===== config.mk =====
export PLATFORM = sky130hd
export DESIGN_NAME = running_sum_enrichment_max_top
export DESIGN_NICKNAME = d
export VERILOG_FILES = /design/src/hw/rtl/rsem_pkg.sv /design/src/hw/rtl/rsem_ctrl.sv /design/src/hw/rtl/rsem_dp.sv /design/src/hw/rtl/running_sum_enrichment_max_top.sv
export SDC_FILE = /design/constraint.sdc
export NUM_CORES = 1
export LEC_CHECK = 0
export BUFFER_PORTS_ARGS = -buffer_cell sky130_fd_sc_hd__buf_4
export CORE_ASPECT_RATIO = 0.7
export CORE_MARGIN = 2
export CORE_UTILIZATION = 65
export DETAILED_ROUTE_END_ITERATION = 7
export GPL_TIMING_DRIVEN = 0
export PLACE_DENSITY_LB_ADDON = 0.3
export SYNTH_ARGS = -nofsm -noshare
export SYNTH_HDL_FRONTEND = slang
export SYNTH_SLANG_ARGS = --single-unit

===== constraint.sdc =====
create_clock -name clk -period 20.9 [get_ports clk]
set_input_delay 1.045 -clock clk [delete_from_list [all_inputs] [get_ports clk]]
set_output_delay 1.045 -clock clk [all_outputs]
set_load 0.005 [all_outputs]

===== src/hw/rtl/rsem_pkg.sv =====
`default_nettype none
package rsem_pkg;

    localparam int COUNT_BITS = 16;
    localparam int FRAC_BITS = 16;
    localparam int SUM_W = 41;

    localparam int QUO_W = COUNT_BITS + 2 * FRAC_BITS;
    localparam int SQ_W = QUO_W + (QUO_W % 2);
    localparam int ROOT_W = SQ_W / 2;
    localparam int SQREM_W = ROOT_W + 2;
    localparam int WEIGHT_W = ROOT_W + 1;
    localparam int CNT_W = $clog2(QUO_W);

    localparam int CFG_IDX_W = 2;
    localparam int IN_DATA_W = 8;
    localparam int OUT_DATA_W = ((SUM_W + 7) / 8) * 8;

    localparam logic [CFG_IDX_W-1:0] REG_TOTAL_GENES = CFG_IDX_W'(0);
    localparam logic [CFG_IDX_W-1:0] REG_SET_SIZE = CFG_IDX_W'(1);

    localparam logic [COUNT_BITS-1:0] TOTAL_GENES_RST = COUNT_BITS'(2);
    localparam logic [COUNT_BITS-1:0] SET_SIZE_RST = COUNT_BITS'(1);

    localparam logic signed [SUM_W-1:0] SUM_MAX = {1'b0, {(SUM_W - 1){1'b1}}};
    localparam logic signed [SUM_W-1:0] SUM_MIN = {1'b1, {(SUM_W - 1){1'b0}}};

    typedef enum logic [2:0] {
        ST_LOAD,
        ST_DIV,
        ST_SQ_LOAD,
        ST_SQRT,
        ST_STORE,
        ST_READY
    } state_t;

    typedef struct packed {
        logic div_load;
        logic div_step;
        logic sq_load;
        logic sq_step;
        logic store_hit;
        logic store_miss;
        logic store_bad;
        logic sel_miss;
        logic accept;
    } cmd_t;

    typedef struct packed {
        logic bad_cfg;
        logic first_pending;
        logic out_full;
    } status_t;

endpackage
`default_nettype wire


===== src/hw/rtl/rsem_ctrl.sv =====
`default_nettype none
module rsem_ctrl (
    input  wire logic            clk,
    input  wire logic            rst_n,
    input  wire logic            cfg_write,
    input  wire logic            in_valid,
    input  wire logic            in_last,
    input  wire rsem_pkg::status_t status,
    output rsem_pkg::cmd_t       cmd,
    output logic                 in_ready,
    output logic                 weights_ready
);
    import rsem_pkg::*;

    state_t           state_reg, state_next;
    logic             phase_reg, phase_next;
    logic [CNT_W-1:0] cnt_reg, cnt_next;

    always_ff @(posedge clk or negedge rst_n)
    begin
        if (!rst_n)
        begin
            state_reg <= ST_LOAD;
            phase_reg <= 1'b0;
            cnt_reg   <= '0;
        end
        else
        begin
            state_reg <= state_next;
            phase_reg <= phase_next;
            cnt_reg   <= cnt_next;
        end
    end

    always_comb
    begin
        state_next = state_reg;
        phase_next = phase_reg;
        cnt_next   = cnt_reg;
        cmd        = '0;
        cmd.sel_miss = phase_reg;

        unique case (state_reg)
            ST_LOAD:
            begin
                cmd.div_load = 1'b1;
                cnt_next = '0;
                if (status.bad_cfg)
                begin
                    cmd.store_bad = 1'b1;
                    phase_next = 1'b0;
                    state_next = ST_READY;
                end
                else
                begin
                    state_next = ST_DIV;
                end
            end
            ST_DIV:
            begin
                cmd.div_step = 1'b1;
                if (cnt_reg == CNT_W'(QUO_W - 1))
                begin
                    cnt_next = '0;
                    state_next = ST_SQ_LOAD;
                end
                else
                begin
                    cnt_next = cnt_reg + CNT_W'(1);
                end
            end
            ST_SQ_LOAD:
            begin
                cmd.sq_load = 1'b1;
                state_next = ST_SQRT;
            end
            ST_SQRT:
            begin
                cmd.sq_step = 1'b1;
                if (cnt_reg == CNT_W'(ROOT_W - 1))
                begin
                    cnt_next = '0;
                    state_next = ST_STORE;
                end
                else
                begin
                    cnt_next = cnt_reg + CNT_W'(1);
                end
            end
            ST_STORE:
            begin
                cmd.store_hit  = !phase_reg;
                cmd.store_miss = phase_reg;
                if (phase_reg)
                begin
                    phase_next = 1'b0;
                    state_next = ST_READY;
                end
                else
                begin
                    phase_next = 1'b1;
                    state_next = ST_LOAD;
                end
            end
            ST_READY:
            begin
                state_next = ST_READY;
            end
            default:
            begin
                state_next = ST_LOAD;
            end
        endcase

        // new register values invalidate the weights
        if (cfg_write)
        begin
            state_next = ST_LOAD;
            phase_next = 1'b0;
            cnt_next   = '0;
        end

        weights_ready = (state_reg == ST_READY);
        in_ready = (!status.first_pending || weights_ready) &&
                   (!in_last || !status.out_full);
        cmd.accept = in_valid && in_ready;
    end

endmodule
`default_nettype wire


===== src/hw/rtl/rsem_dp.sv =====
`default_nettype none
module rsem_dp (
    input  wire logic                                 clk,
    input  wire logic                                 rst_n,
    input  wire rsem_pkg::cmd_t                       cmd,
    input  wire logic                                 cfg_write,
    input  wire logic [rsem_pkg::CFG_IDX_W-1:0]       cfg_index,
    input  wire logic [rsem_pkg::COUNT_BITS-1:0]      cfg_data,
    input  wire logic                                 in_set,
    input  wire logic                                 in_last,
    input  wire logic                                 out_ready,
    output rsem_pkg::status_t                         status,
    output logic                                      out_valid,
    output logic signed [rsem_pkg::SUM_W-1:0]         out_score,
    output logic                                      out_bad
);
    import rsem_pkg::*;

    // configuration registers
    logic [COUNT_BITS-1:0] total_genes_reg;
    logic [COUNT_BITS-1:0] set_size_reg;

    always_ff @(posedge clk or negedge rst_n)
    begin
        if (!rst_n)
        begin
            total_genes_reg <= TOTAL_GENES_RST;
            set_size_reg    <= SET_SIZE_RST;
        end
        else if (cfg_write)
        begin
            unique case (cfg_index)
                REG_TOTAL_GENES: total_genes_reg <= cfg_data;
                REG_SET_SIZE:    set_size_reg    <= cfg_data;
                default:         ;
            endcase
        end
    end

    logic                  bad_cfg;
    logic [COUNT_BITS-1:0] diff;
    logic [COUNT_BITS-1:0] num;
    logic [COUNT_BITS-1:0] den;

    assign bad_cfg = (set_size_reg == '0) || (set_size_reg >= total_genes_reg);
    assign diff    = total_genes_reg - set_size_reg;
    assign num     = cmd.sel_miss ? set_size_reg : diff;
    assign den     = cmd.sel_miss ? diff : set_size_reg;

    // restoring divider, one quotient bit a cycle
    logic [QUO_W-1:0]      quo_reg;
    logic [COUNT_BITS-1:0] rem_reg;
    logic [COUNT_BITS-1:0] den_reg;
    logic [COUNT_BITS:0]   div_trial;
    logic                  div_fit;

    assign div_trial = {rem_reg, quo_reg[QUO_W-1]};
    assign div_fit   = (div_trial >= {1'b0, den_reg});

    always_ff @(posedge clk)
    begin
        if (cmd.div_load)
        begin
            quo_reg <= {num, {(2 * FRAC_BITS){1'b0}}};
            rem_reg <= '0;
            den_reg <= den;
        end
        else if (cmd.div_step)
        begin
            quo_reg <= {quo_reg[QUO_W-2:0], div_fit};
            rem_reg <= div_fit ? COUNT_BITS'(div_trial - {1'b0, den_reg})
                               : div_trial[COUNT_BITS-1:0];
        end
    end

    // digit-by-digit square root, one root bit a cycle
    logic [SQ_W-1:0]      sq_x_reg;
    logic [SQREM_W-1:0]   sq_rem_reg;
    logic [ROOT_W-1:0]    sq_root_reg;
    logic [SQREM_W+1:0]   sq_shift;
    logic [SQREM_W+1:0]   sq_trial;
    logic                 sq_fit;

    assign sq_shift = {sq_rem_reg, sq_x_reg[SQ_W-1 -: 2]};
    assign sq_trial = (SQREM_W + 2)'({sq_root_reg, 2'b01});
    assign sq_fit   = (sq_shift >= sq_trial);

    always_ff @(posedge clk)
    begin
        if (cmd.sq_load)
        begin
            sq_x_reg    <= SQ_W'(quo_reg);
            sq_rem_reg  <= '0;
            sq_root_reg <= '0;
        end
        else if (cmd.sq_step)
        begin
            sq_x_reg    <= {sq_x_reg[SQ_W-3:0], 2'b00};
            sq_rem_reg  <= sq_fit ? SQREM_W'(sq_shift - sq_trial) : SQREM_W'(sq_shift);
            sq_root_reg <= {sq_root_reg[ROOT_W-2:0], sq_fit};
        end
    end

    // weights for the next run
    logic signed [WEIGHT_W-1:0] calc_hit_reg;
    logic signed [WEIGHT_W-1:0] calc_miss_reg;
    logic                       calc_bad_reg;

    always_ff @(posedge clk or negedge rst_n)
    begin
        if (!rst_n)
        begin
            calc_hit_reg  <= '0;
            calc_miss_reg <= '0;
            calc_bad_reg  <= 1'b0;
        end
        else if (cmd.store_bad)
        begin
            calc_hit_reg  <= '0;
            calc_miss_reg <= '0;
            calc_bad_reg  <= 1'b1;
        end
        else if (cmd.store_hit)
        begin
            calc_hit_reg <= $signed({1'b0, sq_root_reg});
            calc_bad_reg <= 1'b0;
        end
        else if (cmd.store_miss)
        begin
            calc_miss_reg <= -$signed({1'b0, sq_root_reg});
        end
    end

    // run state
    logic signed [SUM_W-1:0]    running_sum_reg, running_sum_next;
    logic signed [SUM_W-1:0]    best_sum_reg, best_sum_next;
    logic                       first_pending_reg, first_pending_next;
    logic signed [WEIGHT_W-1:0] hit_weight_reg;
    logic signed [WEIGHT_W-1:0] miss_weight_reg;
    logic                       bad_latched_reg;
    logic                       out_valid_reg, out_valid_next;
    logic signed [SUM_W-1:0]    out_score_reg;
    logic                       out_bad_reg;

    logic signed [WEIGHT_W-1:0] use_hit;
    logic signed [WEIGHT_W-1:0] use_miss;
    logic                       use_bad;
    logic signed [WEIGHT_W-1:0] add_w;
    logic signed [SUM_W:0]      sum_wide;
    logic signed [SUM_W-1:0]    sum_sat;

    always_comb
    begin
        use_hit  = first_pending_reg ? calc_hit_reg : hit_weight_reg;
        use_miss = first_pending_reg ? calc_miss_reg : miss_weight_reg;
        use_bad  = first_pending_reg ? calc_bad_reg : bad_latched_reg;
        add_w    = in_set ? use_hit : use_miss;
        sum_wide = (SUM_W + 1)'(running_sum_reg) + (SUM_W + 1)'(add_w);
        if (sum_wide[SUM_W] != sum_wide[SUM_W-1])
        begin
            sum_sat = sum_wide[SUM_W] ? SUM_MIN : SUM_MAX;
        end
        else
        begin
            sum_sat = sum_wide[SUM_W-1:0];
        end

        running_sum_next   = running_sum_reg;
        best_sum_next      = best_sum_reg;
        first_pending_next = first_pending_reg;
        out_valid_next     = out_valid_reg && !out_ready;

        if (cmd.accept)
        begin
            running_sum_next = sum_sat;
            if (first_pending_reg || (sum_sat > best_sum_reg))
            begin
                best_sum_next = sum_sat;
            end
            first_pending_next = 1'b0;
            if (in_last)
            begin
                out_valid_next     = 1'b1;
                running_sum_next   = '0;
                first_pending_next = 1'b1;
            end
        end
    end

    always_ff @(posedge clk or negedge rst_n)
    begin
        if (!rst_n)
        begin
            running_sum_reg   <= '0;
            best_sum_reg      <= '0;
            first_pending_reg <= 1'b1;
            hit_weight_reg    <= '0;
            miss_weight_reg   <= '0;
            bad_latched_reg   <= 1'b0;
            out_valid_reg     <= 1'b0;
        end
        else
        begin
            running_sum_reg   <= running_sum_next;
            best_sum_reg      <= (cmd.accept && in_last) ? '0 : best_sum_next;
            first_pending_reg <= first_pending_next;
            out_valid_reg     <= out_valid_next;
            if (cmd.accept && first_pending_reg)
            begin
                hit_weight_reg  <= calc_hit_reg;
                miss_weight_reg <= calc_miss_reg;
                bad_latched_reg <= calc_bad_reg;
            end
        end
    end

    always_ff @(posedge clk)
    begin
        if (cmd.accept && in_last)
        begin
            out_score_reg <= use_bad ? '0 : best_sum_next;
            out_bad_reg   <= use_bad;
        end
    end

    assign status.bad_cfg       = bad_cfg;
    assign status.first_pending = first_pending_reg;
    assign status.out_full      = out_valid_reg && !out_ready;

    assign out_valid = out_valid_reg;
    assign out_score = out_score_reg;
    assign out_bad   = out_bad_reg;

endmodule
`default_nettype wire


===== src/hw/rtl/running_sum_enrichment_max_top.sv =====
// result: registered on m_tdata in the cycle after the transaction of the last gene
// throughput: one gene per cycle in a run; a full output register stalls the last gene
// weights: after reset and after each register write the divider and root unit run
// for the hit weight and then for the miss weight; invalid settings skip them
// a run's first gene waits for the weights
// reset: asynchronous, clears the run state and loads total_genes = 2, set_size = 1
`default_nettype none
module running_sum_enrichment_max_top (
    input  wire logic                                  clk,
    input  wire logic                                  rst_n,
    input  wire logic                                  s_tvalid,
    output logic                                       s_tready,
    input  wire logic [rsem_pkg::IN_DATA_W-1:0]        s_tdata,   // in_set
    input  wire logic                                  s_tlast,
    output logic                                       m_tvalid,
    input  wire logic                                  m_tready,
    output logic [rsem_pkg::OUT_DATA_W-1:0]            m_tdata,   // max_score
    output logic [0:0]                                 m_tuser,   // bad_config
    input  wire logic                                  cfg_valid,
    output logic                                       cfg_ready,
    input  wire logic [rsem_pkg::CFG_IDX_W-1:0]        cfg_index,
    input  wire logic [rsem_pkg::COUNT_BITS-1:0]       cfg_data
);
    import rsem_pkg::*;

    cmd_t                    cmd;
    status_t                 status;
    logic                    cfg_write;
    logic                    weights_ready;
    logic signed [SUM_W-1:0] out_score;
    logic                    out_bad;

    assign cfg_ready = 1'b1;
    assign cfg_write = cfg_valid && cfg_ready;

    rsem_ctrl u_ctrl (
        .clk           (clk),
        .rst_n         (rst_n),
        .cfg_write     (cfg_write),
        .in_valid      (s_tvalid),
        .in_last       (s_tlast),
        .status        (status),
        .cmd           (cmd),
        .in_ready      (s_tready),
        .weights_ready (weights_ready)
    );

    rsem_dp u_dp (
        .clk       (clk),
        .rst_n     (rst_n),
        .cmd       (cmd),
        .cfg_write (cfg_write),
        .cfg_index (cfg_index),
        .cfg_data  (cfg_data),
        .in_set    (s_tdata[0]),
        .in_last   (s_tlast),
        .out_ready (m_tready),
        .status    (status),
        .out_valid (m_tvalid),
        .out_score (out_score),
        .out_bad   (out_bad)
    );

    assign m_tdata = OUT_DATA_W'($unsigned(out_score));
    assign m_tuser = out_bad;

    a_last_gives_result: assert property (@(posedge clk) disable iff (!rst_n)
        s_tvalid && s_tready && s_tlast |=> m_tvalid)
        else $error("result missing after last transaction");

    a_bad_scores_zero: assert property (@(posedge clk) disable iff (!rst_n)
        m_tvalid && m_tuser[0] |-> out_score == '0)
        else $error("bad configuration result carries a nonzero score");

    a_first_waits_weights: assert property (@(posedge clk) disable iff (!rst_n)
        s_tready && status.first_pending |-> weights_ready)
        else $error("run started before weights were ready");

endmodule
`default_nettype wire


==> results of run 1 <==
==> Yosys cell counts (5+ instances only) <==
library cell	count
mux2_2	137
nand4_1	24
o21a_1	15
a311oi_1	9
o31ai_1	40
a21o_1	61
a32oi_1	8
buf_1	19
o211a_1	7
buf_4	10
and2_1	39
xor2_1	29
a21oi_1	184
or2_2	8
mux4_2	24
clkbuf_1	89
xnor2_1	59
nor2b_1	25
a2111oi_0	5
o21ai_0	153
ha_1	144
nand2b_1	12
dfxtp_1	98
o21bai_1	10
edfxtp_1	122
o211ai_1	10
a31oi_1	19
mux2i_1	47
nor4_1	16
a211oi_1	23
nor3_1	48
nand3_1	61
buf_2	14
nor3b_1	6
inv_1	141
or3_1	15
nor2_1	176
o22ai_1	20
dfrtp_1	223
nand2_1	307
and3_1	15
a22o_1	28
==> placed cells by master (no fill, tap or decap), drive strengths merged, types with 8 or more instances in the layout <==
cell	instances
and3	16
a211oi	23
xnor2	59
a31oi	19
o211ai	10
clkbuf	147
nand2	307
mux2	137
nor3	50
xor2	29
and2	40
edfxtp	122
a21o	61
nor2b	25
o31ai	43
conb	8
nand3	61
nor2	177
mux4	24
ha	144
buf	114
clkinv	18
nand4	24
mux2i	47
a21oi	185
dfxtp	98
a22o	28
a32oi	8
o21bai	10
o21ai	155
or2	8
o22ai	20
a311oi	9
nor4	16
dfrtp	223
nand2b	12
o21a	15
inv	142
or3	15
==> layout make-up <==
| cell class | instances | share of cell area |
|---|---|---|
| sequential | 446 | 0.403 |
| antenna | 1 | 0.0000893 |
| clock buffer | 57 | 0.0451 |
| clock inverter | 25 | 0.00920 |
| inverter | 142 | 0.0190 |
| tap | 527 | 0.0235 |
| timing repair buffer | 70 | 0.0209 |
| buffer | 134 | 0.0206 |
| multi-input combinational | 1862 | 0.459 |
==> path summary, 6_finish.rpt <==
kind	from	endpoint	slack [ns]	cells after the start
setup / recovery	u_dp.first_pending_reg	u_dp.out_score[34]	9.59	29
hold / removal	u_dp.quo_reg[29]	u_dp.quo_reg[29]	0.46	2
setup reg to reg	u_dp.first_pending_reg	u_dp.out_score[34]	9.59	29
hold reg to reg	u_dp.quo_reg[29]	u_dp.quo_reg[29]	0.46	2
max in group asynchronous	rst_n	u_dp.running_sum_reg[39]	19.23	2
min in group asynchronous	rst_n	u_dp.calc_miss_reg[20]	0.55	1
==> per-stage QoR <==
stage	cell area, um2	util	worst slack [ns]
finish	28000	0.730	9.59
global route	28000	0.730	9.08
CTS	28000	0.730	9.88
detailed placement	26500	0.690	9.93
global placement	26400	0.688	9.02
floorplan	25200	-	12.87
==> power groups by stage <==
| stage | Sequential [W] | Combinational (W) | Clock [W] |
|---|---|---|---|
| 5_1_grt | 0.00136 | 0.00339 | 0.000875 |
| 6_report | 0.00134 | 0.00311 | 0.000836 |
| 3_3_place_gp | 0.00134 | 0.00291 | 0 |
| 2_1_floorplan | 0.00129 | 0.00218 | 0 |
| 3_5_place_dp | 0.00134 | 0.00300 | 0 |
| 4_1_cts | 0.00133 | 0.00303 | 0.000842 |
==> critical path, delay by kind of cell, from the launching register on <==
kind / cells / cell delay, ns
flip-flops: 1 / 0.60
AO/OA/AOI/OAI: 7 / 2.57
multiplexers: 1 / 0.63
buffers and inverters: 9 / 3.93
AND/OR/NAND/NOR: 9 / 2.19
adder cells (fa/ha/maj): 3 / 1.09
==> cells by family (layout without fill, tap and decap cells) <==
| group | after synthesis | after routing | synth area share |
|---|---|---|---|
| and+or+nand+nor | 776 | 776 | 0.142 |
| AOI/OAI and AO/OA | 635 | 635 | 0.161 |
| DFF | 446 | 446 | 0.448 |
| buffers and inverters | 276 | 428 | 0.0439 |
| muxes | 208 | 208 | 0.101 |
| adders and majority gates | 147 | 147 | 0.0738 |
| xor gates and xnor gates | 88 | 88 | 0.0306 |
| other | 2 | 9 | 0.000298 |
==> routing by layer <==
layer	share of wire	vias to the layer above	wire length (um)
met5	0	-	0
met4	0.029	0	2070
met3	0.10	149	7140
met2	0.43	1022	30600
met1	0.44	10214	30700
li1	-	9509	-
==> flow_summary.ini, run 1 <==
[run_status]
status = complete, no violations

[job]
maxCapViolCount = 0

[placement]
dp.cells = 3181
place.gp.congestion = 1.02
numPortBuffers = 66
post-dp-hpwl_mm = 52.5

[die]
rows = 60
core_um2 = 38400
fp.dieH_um = 169
pin_count = 84
fp.dieW_um = 239
start_util = 0.657
design.die.area_um2 = 40400

[global_routing]
grt_pass1_wl_mm = 110
track_usage = 0.350
grt_max_degree = 121
antenna_found_initial = 1
gr-total-overflow = 0
use_met1 = 0.503
grt_pass1_vias = 20062
grtUsageMet2 = 0.523
gr-max-usage-layer = met2
grtUsageMet3 = 0.0954

[logic_synthesis]
ys_seq_area_frac = 0.448
syn_inst = 2578
synth.yosys.warnings = 0
ys_async_sr_fraction = 0.507
synth_edf_count = 122
synth_area_per_cell_um2 = 9.78
synth_cell_types = 82
syn-cell-area_um2 = 25200
yosys.area.top_type = dfrtp_1
yosys_register_bits = 446
netlist.area_leader.share = 0.221
synth_top_flop_cell = dfrtp_1
ys_top_cells_by_area = dfrtp_1 22%, edfxtp_1 15%, dfxtp_1 7.8%

[layout]
nets = 2879
fillCellCount = 2789
drive_gt1_frac = 0.133
register_area_um2 = 11300
stdcell_count = 3264
multi_input_area_um2 = 12800
area_growth_syn_to_layout_pct = 11.1

[pwr]
p_clk_frac = 0.158
power_density_nw_per_um2 = 189
irDropWorstVdd_uv = 98.3
swShare = 0.470
power_leakage_nw = 12.4
total_power_w = 0.00528
p_sw_w = 0.00248
p_comb_frac = 0.589
p_int_w = 0.00280
seqPwrFrac = 0.253

[cts]
numCtsBuffers = 44
cts.sink_count = 446
ctsHoldBuffers = 0
clockBufferDepth = 3
clk_pin_slew_ns = 0.07
clk_latency_ns = 0.57
cts_tree = built
post-cts-setup-buffer-count = 0
cts_resized = 0
cts_max_level = 2
clockRootBuffer = clkbuf_16

[critical_path]
max_stage_delay_ns = 0.72
cp-end-kind = register
start_kind = register
crit_path_max_fanout = 10
worstPathRequired_ns = 21.19
path_class = register to register
cp.arrival_ns = 11.61
critPathSlowestCell = buf_1

[timing]
slew_viol_final = 0
fin_crit_ns = 11.31
rsz0062_at_grt = false
fin_crit_sh = 0.541
finalSetupViolCount = 0
relSlewSlack = 0.228
timing.fmax_mhz = 88.4
finalHoldViolCount = 0
tightest_slew_ns = 1.13
skew_ns = 0.0259
holdWs_ns = 0.459
setup_tns_ns = 0

[detailed_routing]
ant_nets = 0
routed_via_density = 6.40
vias = 20894
drcViolationCount = 0
post_drt_wl_per_cell_um = 21.6
drt_iter0_drc = 2409
first_pass_iters = 6
wl_mm = 70.5

[hold_path]
worstHoldPathType = register to register
(Power assumes the default switching activity.)
==> run 2: changes to the inputs <==
Settings changed: CORE_UTILIZATION 65 to 63.
Clock period 20.9 ns to 11.6 ns, I/O delays scaled along.
==> run 2 against run 1 <==
  * Register-to-register slack got worse by 8.7 ns
  * Via count down 0.34%
  * Clock-buffer cell count increased by 11
  * Worst setup slack worse by 8.7 ns
  * Clock power increased by 79%
  * Combinational power increased by 80%
  * Clock skew decreased by 0.0045 ns
  * Die area rose by 3.1%
  * Wire length is 4.8% lower
  * Hold slack worse by 0.23 ns
==> flow_summary.ini, run 2 (synthesis results as in run 1) <==
[die]
fp.dieH_um = 171
design.die.area_um2 = 41700
start_util = 0.636
rows = 61
pin_count = 84
core_um2 = 39600
fp.dieW_um = 243

[detailed_routing]
vias = 20823
first_pass_iters = 6
routed_via_density = 6.36
drcViolationCount = 0
ant_nets = 0
drt_iter0_drc = 2524
wl_mm = 67.1
post_drt_wl_per_cell_um = 20.5

[critical_path]
worstPathRequired_ns = 11.84
start_kind = register
critPathSlowestCell = dfstp_2
path_class = register to register
cp_common_cell = a21oi_1
max_stage_delay_ns = 0.81
cp-end-kind = register
cp.arrival_ns = 10.96
crit_path_max_fanout = 17

[pwr]
power_leakage_nw = 12.4
power_density_nw_per_um2 = 338
irDropWorstVdd_uv = 161

[layout]
final_cell_mix = 307 x nand2_1, 223 x dfrtp_1, 184 x a21oi_1
fin_area_um2 = 28100
n_antenna_cell = 0
area_growth_syn_to_layout_pct = 11.4
drive_gt1_frac = 0.130
fillCellCount = 2881
fin_util = 0.709
nets = 2880
final_common_cell = nand2_1

[cts]
cts_max_level = 2
clockRootBuffer = clkbuf_16
clockBufferDepth = 3
cts_tree = built
cts.sink_count = 446
clk_latency_ns = 0.58
numCtsBuffers = 44
clk_pin_slew_ns = 0.07

[timing]
skew_ns = 0.0214
finalSetupViolCount = 0
finalHoldViolCount = 0
fin_crit_ns = 10.72
timing.fmax_mhz = 93.3
rsz0062_at_grt = false
slew_viol_final = 0
tightest_slew_ns = 0.867
setup_tns_ns = 0
fin_crit_sh = 0.924
relSlewSlack = 0.419

[global_routing]
grt_max_degree = 123
grt_pass1_vias = 20085
antenna_found_initial = 1
grt_pass1_wl_mm = 107
track_usage = 0.322
gr-total-overflow = 0

[placement]
place.gp.congestion = 1.01
post-dp-hpwl_mm = 50.0
numPortBuffers = 66
postPlaceCellArea_um2 = 26500

[job]
maxCapViolCount = 0

[run_status]
status = complete, no violations

[hold_path]
worstHoldPathType = input pin to register
run 2: cell count changes in the layout (fill, tap and decap cells not counted), moves of 3 or more:
cell	before	now
clkbuf_1	92	100
clkbuf_16	46	49
clkinvlp_4	3	0
buf_16	1	4
clkinv_2	14	5
run 2: area by class of cell:
class                   count  area (um2)  area share
multi-input cells        1862       12900       0.458
clock buffers              68        1370      0.0487
well taps                 535         669      0.0238
repair buffers             72         643      0.0229
inverters                 142         533      0.0190
clock inverters            14         154     0.00548
plain buffers             133         573      0.0204
flip-flops and latches    446       11300       0.402
run 2: metrics by stage:
step / total power [W] / setup slack (ns) / cells / hold WS (ns)
4_1_cts: 0.00934 / 0.302 / 3272 / 0.215
6_report: 0.00950 / 0.877 / 3272 / 0.227
3_5_place_dp: 0.00780 / -0.0267 / 3189 / 0.376
5_1_grt: 0.0101 / 0.464 / 3272 / 0.228
3_3_place_gp: 0.00760 / 0.200 / 3185 / 0.437
2_1_floorplan: 0.00625 / 3.57 / 2584 / 0.284
run 2: what timing repair did:
action | in CTS | in global routing
hold buffers | 1 | 0
setup endpoints to repair | 1 | 43
hold endpoints to repair | 6 | 0
buffers inserted | 0 | 0
resized for setup | 1 | 5
run 2: per-layer routing:
metal / track usage / up-vias / part of all wire / routed length (um)
met5: 0 / - / 0.00018 / 12
met4: 0.102 / 2 / 0.033 / 2190
met3: 0.0654 / 147 / 0.090 / 6030
met2: 0.505 / 997 / 0.44 / 29800
met1: 0.452 / 10170 / 0.43 / 29100
li1: - / 9507 / - / -
run 2: worst paths after layout:
kind / from / endpoint / slack, ns / depth (start not counted)
worst max-delay path: u_dp.first_pending_reg / u_dp.out_score[37] / 0.88 / 30
worst min-delay path: cfg_data[0] / u_dp.total_genes_reg[0] / 0.23 / 3
worst max register to register: u_dp.first_pending_reg / u_dp.out_score[37] / 0.88 / 30
worst min register to register: u_dp.quo_reg[17] / u_dp.quo_reg[17] / 0.46 / 2
max in group asynchronous: rst_n / u_dp.set_size_reg[14] / 9.92 / 4
min in group asynchronous: rst_n / u_dp.calc_miss_reg[19] / 0.41 / 2
run 2: critical path, delay by kind of cell (launching register included):
kind,cells,cell delay [ns]
AO/OA/AOI/OAI,12,3.55
XOR/XNOR,1,0.11
adder cells (fa/ha/maj),3,1.16
buffers and inverters,7,2.76
flip-flops,1,0.81
multiplexers,1,0.20
AND/OR/NAND/NOR,6,1.75
run 2: power breakdown:
| group | switching, W | internal, W | total [W] |
|---|---|---|---|
| sequential | 0.000273 | 0.00213 | 0.00240 |
| combinational | 0.00352 | 0.00207 | 0.00559 |
| clock | 0.000637 | 0.000866 | 0.00150 |
| total | 0.00443 | 0.00506 | 0.00950 |
